[config.mk]
export PLATFORM = sky130hd
export DESIGN_NAME = bsvc_div
export DESIGN_NICKNAME = d
export VERILOG_FILES = /design/src/hdl/bsvc_pkg.sv /design/src/hdl/bsvc_div.sv
export SDC_FILE = /design/constraint.sdc
export NUM_CORES = 2
export LEC_CHECK = 0
export BUFFER_PORTS_ARGS = -buffer_cell sky130_fd_sc_hd__buf_2
export CAP_MARGIN = 20
export CORE_ASPECT_RATIO = 1.75
export CORE_UTILIZATION = 62
export DETAILED_ROUTE_END_ITERATION = 7
export GPL_TIMING_DRIVEN = 0
export PLACE_DENSITY = 0.78
export RECOVER_POWER = 50
export SYNTH_ARGS = -nofsm -noshare
export SYNTH_HDL_FRONTEND = slang
export SYNTH_SLANG_ARGS = --single-unit
export TNS_END_PERCENT = 20
[constraint.sdc]
create_clock -name clock -period 8.1 [get_ports clock]
set_input_delay 0.81 -clock clock [delete_from_list [all_inputs] [get_ports clock]]
set_output_delay 0.81 -clock clock [all_outputs]
set_load 0.03 [all_outputs]
[src/hdl/bsvc_pkg.sv]
// Shared constants, types and helpers for the bounding sphere view cull block.
// Used by bsvc_div and bounding_sphere_view_cull; depends on nothing else.
package bsvc_pkg;

   // Fraction bits of the internal fixed-point words.
   localparam int FRAC_BITS = 16;

   // Width of a homogeneous coordinate (sum of three Q8.8 products plus w term).
   localparam int HW = 34;

   // Quotient bits resolved per divider stage, and stage count.
   localparam int DIV_BPS   = 2;
   localparam int DIV_STEPS = 32 / DIV_BPS;
   // Prepare stage, iteration stages and the saturation stage.
   localparam int DIV_LAT   = DIV_STEPS + 2;

   // Root bits resolved per square root stage, and stage count.
   localparam int SQ_BPS    = 2;
   localparam int SQ_STAGES = 32 / SQ_BPS;

   // Positions in the back end delay line.
   localparam int POS_H  = SQ_STAGES + 3;
   localparam int POS_J  = SQ_STAGES + 5;
   localparam int TAIL_N = SQ_STAGES + 6;

   // Q8.8 one as a shift.
   localparam int Q88_SHIFT = 8;

   localparam int NUM_FACES = 6;

   localparam int CSR_AW = 3;
   localparam logic CSR_IDX_CULL_ENABLE = 1'b0;

   localparam logic signed [31:0] S32_MAX = 32'sh7FFF_FFFF;
   localparam logic signed [31:0] S32_MIN = 32'sh8000_0000;

   typedef enum logic [2:0] {
      FACE_NEG_X = 3'd0,
      FACE_POS_X = 3'd1,
      FACE_NEG_Y = 3'd2,
      FACE_POS_Y = 3'd3,
      FACE_NEG_Z = 3'd4,
      FACE_POS_Z = 3'd5,
      FACE_NONE  = 3'd6
   } face_type;

   // What travels beside the arithmetic after the divide.
   typedef struct packed {
      logic             v;
      logic [15:0]      rad;
      logic [2:0][31:0] ctr;
   } tail_type;

   // Clamp a 33-bit signed value to the 32-bit signed range.
   function automatic logic signed [31:0] sat33(input logic signed [32:0] val);
      logic signed [31:0] res;
      if (val[32] != val[31]) begin
         res = val[32] ? S32_MIN : S32_MAX;
      end else begin
         res = val[31:0];
      end
      return res;
   endfunction

endpackage

[src/hdl/bsvc_div.sv]
// Pipelined saturating divide of a homogeneous coordinate by w, giving a Q16.16 word.
// Depends on bsvc_pkg.
module bsvc_div (
   input  logic                             clock,
   input  logic                             advance,
   input  logic signed [bsvc_pkg::HW-1:0]   num,
   input  logic signed [bsvc_pkg::HW-1:0]   den,
   output logic signed [31:0]               quo
);
   import bsvc_pkg::*;

   localparam int NW = HW + FRAC_BITS;

   logic [HW-1:0] mag_in;
   logic [NW-1:0] numer_in;
   logic          big_in;
   logic          wbad_in;

   logic [HW:0]   rem_ff  [0:DIV_STEPS];
   logic [31:0]   low_ff  [0:DIV_STEPS];
   logic [31:0]   q_ff    [0:DIV_STEPS];
   logic [HW-1:0] dv_ff   [0:DIV_STEPS];
   logic          neg_ff  [0:DIV_STEPS];
   logic          wbad_ff [0:DIV_STEPS];
   logic          big_ff  [0:DIV_STEPS];

   logic signed [31:0] quo_in;
   logic signed [31:0] quo_ff;

   // A quotient of 2^32 or more is flagged here and saturated at the end.
   always_comb begin
      wbad_in  = (den <= 0);
      mag_in   = num[HW-1] ? HW'(-num) : HW'(num);
      numer_in = {mag_in, FRAC_BITS'(0)};
      big_in   = ((HW + 32)'(numer_in) >= {HW'(den), 32'd0});
   end

   always_ff @(posedge clock) begin
      if (advance) begin
         rem_ff[0]  <= (HW + 1)'(numer_in[NW-1:32]);
         low_ff[0]  <= numer_in[31:0];
         q_ff[0]    <= '0;
         dv_ff[0]   <= HW'(den);
         neg_ff[0]  <= num[HW-1];
         wbad_ff[0] <= wbad_in;
         big_ff[0]  <= big_in;
      end
   end

   for (genvar g = 0; g < DIV_STEPS; g++) begin : g_step
      logic [HW:0] rem_in;
      logic [31:0] low_in;
      logic [31:0] q_in;

      always_comb begin
         rem_in = rem_ff[g];
         low_in = low_ff[g];
         q_in   = q_ff[g];
         for (int j = 0; j < DIV_BPS; j++) begin
            rem_in = {rem_in[HW-1:0], low_in[31]};
            low_in = {low_in[30:0], 1'b0};
            if (rem_in >= {1'b0, dv_ff[g]}) begin
               rem_in = rem_in - {1'b0, dv_ff[g]};
               q_in   = {q_in[30:0], 1'b1};
            end else begin
               q_in   = {q_in[30:0], 1'b0};
            end
         end
      end

      always_ff @(posedge clock) begin
         if (advance) begin
            rem_ff[g+1]  <= rem_in;
            low_ff[g+1]  <= low_in;
            q_ff[g+1]    <= q_in;
            dv_ff[g+1]   <= dv_ff[g];
            neg_ff[g+1]  <= neg_ff[g];
            wbad_ff[g+1] <= wbad_ff[g];
            big_ff[g+1]  <= big_ff[g];
         end
      end
   end

   always_comb begin
      if (wbad_ff[DIV_STEPS]) begin
         quo_in = S32_MAX;
      end else if (neg_ff[DIV_STEPS]) begin
         if (big_ff[DIV_STEPS] || (q_ff[DIV_STEPS] > 32'h8000_0000)) begin
            quo_in = S32_MIN;
         end else begin
            quo_in = 32'(-q_ff[DIV_STEPS]);
         end
      end else if (big_ff[DIV_STEPS] || q_ff[DIV_STEPS][31]) begin
         quo_in = S32_MAX;
      end else begin
         quo_in = q_ff[DIV_STEPS];
      end
   end

   always_ff @(posedge clock) begin
      if (advance) begin
         quo_ff <= quo_in;
      end
   end

   assign quo = quo_ff;

endmodule

---- Word-level counts from Yosys, hierarchy flattened ----
Memory sizes are Yosys's and may differ from the RTL's.
Index checks and enable logic that the tools add are counted.
storage, ports and cells
  register bits after elaboration ......... 32
  latch bits .............................. 0
  memory bits (writable) .................. 2278
  ROM bits ................................ 0
  output and inout bits ................... 32
  word-level logic and storage cells ...... 149
  memories ................................ 7
cells by class
  add/sub/neg operators ................... 34
  multiply operators ...................... 0
  divide/modulo/power cells ............... 0
  $lt $le $gt $ge ......................... 35
  equality and inequality tests ........... 0
  shift-type cells ........................ 0
  mux-type cells .......................... 70
  bitwise logic cells ..................... 0
  reductions and logical operators ........ 2
memories
  name             words  width  rd ports  clocked after memory_dff  write ports  line            RTL
  rem_ff           17     35     16        0                         17           bsvc_div.sv:19  logic [HW:0] rem_ff [0:DIV_STEPS];
  dv_ff            17     34     16        0                         17           bsvc_div.sv:22  logic [HW-1:0] dv_ff [0:DIV_STEPS];
  q_ff             17     32     17        0                         17           bsvc_div.sv:21  logic [31:0] q_ff [0:DIV_STEPS];
  low_ff           17     30     16        0                         17           bsvc_div.sv:20  logic [31:0] low_ff [0:DIV_STEPS];
  big_ff           17     1      17        0                         17           bsvc_div.sv:25  logic big_ff [0:DIV_STEPS];
  neg_ff           17     1      17        0                         17           bsvc_div.sv:23  logic neg_ff [0:DIV_STEPS];
  1 more memories  n/a    n/a    n/a       n/a                       n/a          n/a
operator list
  kind                    count
  $ge A35 B34 Y1          32
  $mux W34                17
  $mux W35                16
  $sub A35 B34 Y35        16
  $sub A34 B34 Y34        16
  $mux W32                3
  $ge A50 B66 Y1          1
  $le A34 B1 Y1 const B   1
  $mux W1                 34
  $neg A34 Y34            1
  $gt A32 B32 Y1 const B  1
  $neg A32 Y32            1
  $logic_or A1 B1 Y1      2

---- Longest topological paths before layout ----
An unclocked memory read counts as a cell.
  depth in word-level cells ............... 5
  depth in mapped cells ................... 29
  depth with buffers taken out ............ 26

---- Worst setup path after synthesis ----
OpenSTA, ideal clock, no wires.
  path type ............................... reg-to-reg
  start point ............................. memory dv_ff[6][1] (netlist: dv_ff[0][205])
  end point ............................... memory rem_ff[0][263] (netlist name), data pin
  setup time .............................. 0.262 ns
  arrival ................................. 6.520 ns
  path slack .............................. 1.318 ns
  stages on the path, launching flop included .. 28
  path buffers ............................ 2
  clock period less this slack ............ 6.782 ns
  cell sequence ........................... edfxtp_1 inv_1 ha_1 nor2b_1 o31ai_1 a311oi_1 o211a_1 a21o_1 a2111oi_1 nor2_1 a31oi_2 inv_2 buf_1 mux2_2 inv_1 ha_1 nor2b_1 o31a_1 or4_1 a21oi_1 o2111ai_1 a221oi_1 nand3b_1 a31oi_1 a211oi_2 inv_2 clkbuf_1 mux2_1
RTL lines
  element             line
  start: declaration  bsvc_div.sv:22
  end: declaration    bsvc_div.sv:19

==> results_dict.tcl <==
set metrics [dict create \
    min_path_type "input port to flop" \
    grt_max_degree 187 \
    finalHoldViolations 0 \
    die_h_um 564 \
    cp-start-kind "flop" \
    grt_usage_pct 41.1 \
    synth-edff-count 1499 \
    cts_tree "done" \
    postRouteWirelength_mm 379 \
    initial_core_util_pct 62.6 \
    dp_hpwl_mm 294 \
    yosys.area_share.simple_pct 11.5 \
    critPathSlowestCell "nor4_2" \
    area_growth_pct 8.79 \
    port_buffers 101 \
    status "finished with violations" \
    yosysSeqAreaShare_pct 40.3 \
    violations "design-rule violations, max-capacitance violations, max-slew violations, negative setup slack" \
    cts.sinks 1499 \
    via_per_inst 6.59 \
    max_slew.worst_pin.slew_ps 6600 \
    globalplace.congestion 1.05 \
    num_vias 91920 \
    setup_ws_ps -111 \
    r2r_setup_slack_ps -110 \
    final_common_cell "edfxtp_1" \
    overflow 0 \
    root_buffer "clkbuf_16" \
    numCtsBuffers 149 \
    fmax_mhz 122 \
    die_area_um2 182000 \
    drv_cap 3 \
    worstPathRequired_ps 8640 \
    yosys_register_bits 1499 \
    wl_per_cell_um 27.2 \
    postCtsHoldBufs 0 \
    synth-adder-area-share_pct 12.6 \
    async_flop_share_pct 0 \
    synth_area_per_cell_um2 10.0 \
    cp-end-kind "flop" \
    slowest_delay_ps 670 \
    cp_max_fo 10 \
    htreeDepth 4 \
    synthXorXnorAreaFrac_pct 7.04 \
    worstSetupPathType "flop to flop" \
    drt_first_pass_iters 8 \
    ioPinCount 102 \
    drt_iter0_markers 6898 \
    clock_path_buffers 4 \
    syn_area_um2 112000 \
    drc 6 \
    path_clk_slew_ps 70 \
    synth-compound-area-share_pct 18.6 \
    insertion_delay_ps 880 \
    finalClockSkew_ps 96.2 \
    setup_viol 13 \
    cpLargestDelayFamily "compound AO/OA/AOI/OAI gates" \
    path_cells "inv_1, ha_1, nand4_1, nor4_2, o311ai_2, a31oi_2, o22ai_1, o21a_2, o41ai_4, buf_6, clkbuf_4, clkbuf_2, a21oi_1, ha_1, and3_1, nand2_1, nor4_2, a31oi_1, o21ai_0, a21oi_2, nand2_2, clkbuf_1, buf_8, mux2_2" \
    period_needed_ps 8210 \
    ys_warn_count 0 \
    final_nets 12628 \
    layout_common_cells "edfxtp_1 (1499), ha_1 (1082), a21oi_1 (1001)" \
    ys.flop_type "edfxtp_1" \
    critPathArrivalTime_ps 8750 \
    synth_cell_types 94 \
    final_layout_size_suffix_gt1_share_pct 10.6 \
    num_rows 205 \
    postRouteAntennaNets 0 \
    antenna_found_initial 11 \
    rsz0062_at_grt "true" \
    critical_path_buf_inv_count 6 \
    synth_top_family_by_area "compound AO/OA/AOI/OAI gates" \
    finalCritPeriodShare_pct 101 \
    syn_nets 12325 \
    synth_cells 11146 \
    slew_violations 411 \
    holdWs_ps 137 \
    core_um2 179000 \
    die_x_um 323 \
    grt_first_pass_wirelength_mm 559 \
    grt_pass1_vias 94685 \
    synthMuxAreaShare_pct 6.35 \
    maxSlewHeadroom_pct -340 \
]
-- logic make-up after synthesis --
kind of cell	Yosys count
compound gates	3279
fa+ha+maj	1109
simple gates	2648
buf+inv	1077
xor+xnor	899
mux	635
flops	1499
-- Yosys cell counts (43+ instances only) --
cell	number	area share [%]
a211oi_1	107	0.72
a21o_1	483	3.2
a21oi_1	1021	4.6
a31oi_1	89	0.50
and2_1	52	0.29
and3_1	95	0.53
clkbuf_1	194	0.65
edfxtp_1	1499	40
ha_1	1085	12
inv_1	830	2.8
mux2_2	585	5.9
mux2i_1	43	0.39
nand2_1	715	2.4
nand2b_1	153	0.86
nand3_1	181	0.81
nand4_1	157	0.88
nor2_1	709	2.4
nor2b_1	124	0.69
nor3_1	171	0.77
nor4_1	61	0.34
o211ai_1	59	0.40
o21a_1	178	1.2
o21ai_0	671	3.0
o21bai_1	114	0.77
o31ai_1	83	0.56
or3_1	73	0.41
xnor2_1	614	4.8
xor2_1	285	2.2
-- routing by layer --
layer,GRT usage [%],share of wire (%)
met2,72.8,50
met1,35.8,30
met5,0,0.021
met4,49.0,14
met3,7.69,5.6
-- path summary, 6_finish.rpt --
kind              cells past startpoint                    start                  endpoint
hold reg to reg                       0    q_ff[1][33]$_DFFE_PP_      q_ff[2][3]$_DFFE_PP_
hold / removal                        1                   den[7]     dv_ff[0][7]$_DFFE_PP_
setup / recovery                     24  dv_ff[0][317]$_DFFE_PP_  rem_ff[0][377]$_DFFE_PP_
setup reg to reg                     24  dv_ff[0][317]$_DFFE_PP_  rem_ff[0][377]$_DFFE_PP_
-- through the flow --
step                      utilization, %  area [µm²]  TNS [ps]  setup WS, ps  std cells
after floorplan                        -      112000         0          1320      11146
after global placement              64.6      115000         -        -16820      13627
after detailed placement            64.8      116000   -517780         -2340      13646
after CTS                           67.9      121000     -1380          -123      13914
after global routing                68.1      122000     -3660          -167      13933
final                               68.1      122000      -799          -111      13938
-- flip-flops by register name, indices dropped and copies added (netlist names) --
signal	count
q_ff	272
rem_ff	528
dv_ff	544
quo	32
low_ff	72
big_ff	17
wbad_ff	17
neg_ff	17
-- final cells by class --
type	instances	area (µm²)
sequential	1499	45000
multi-input combinational	8570	63500
fill	13724	56900
tap	2380	2980
timing repair buffer	158	1080
inverter	836	3150
antenna	6	15.0
clock buffer	162	3800
buffer	235	1080
clock inverter	92	1030
-- timing repair --
action	CTS	global route
endpoints found under the setup margin	516	480
pin swaps	7	11
gates resized for setup	176	131
buffers inserted	17	17
Power is left out: the tool's default activity adds up to more than one toggle a clock period on the data nets, which glitch-free logic cannot reach.
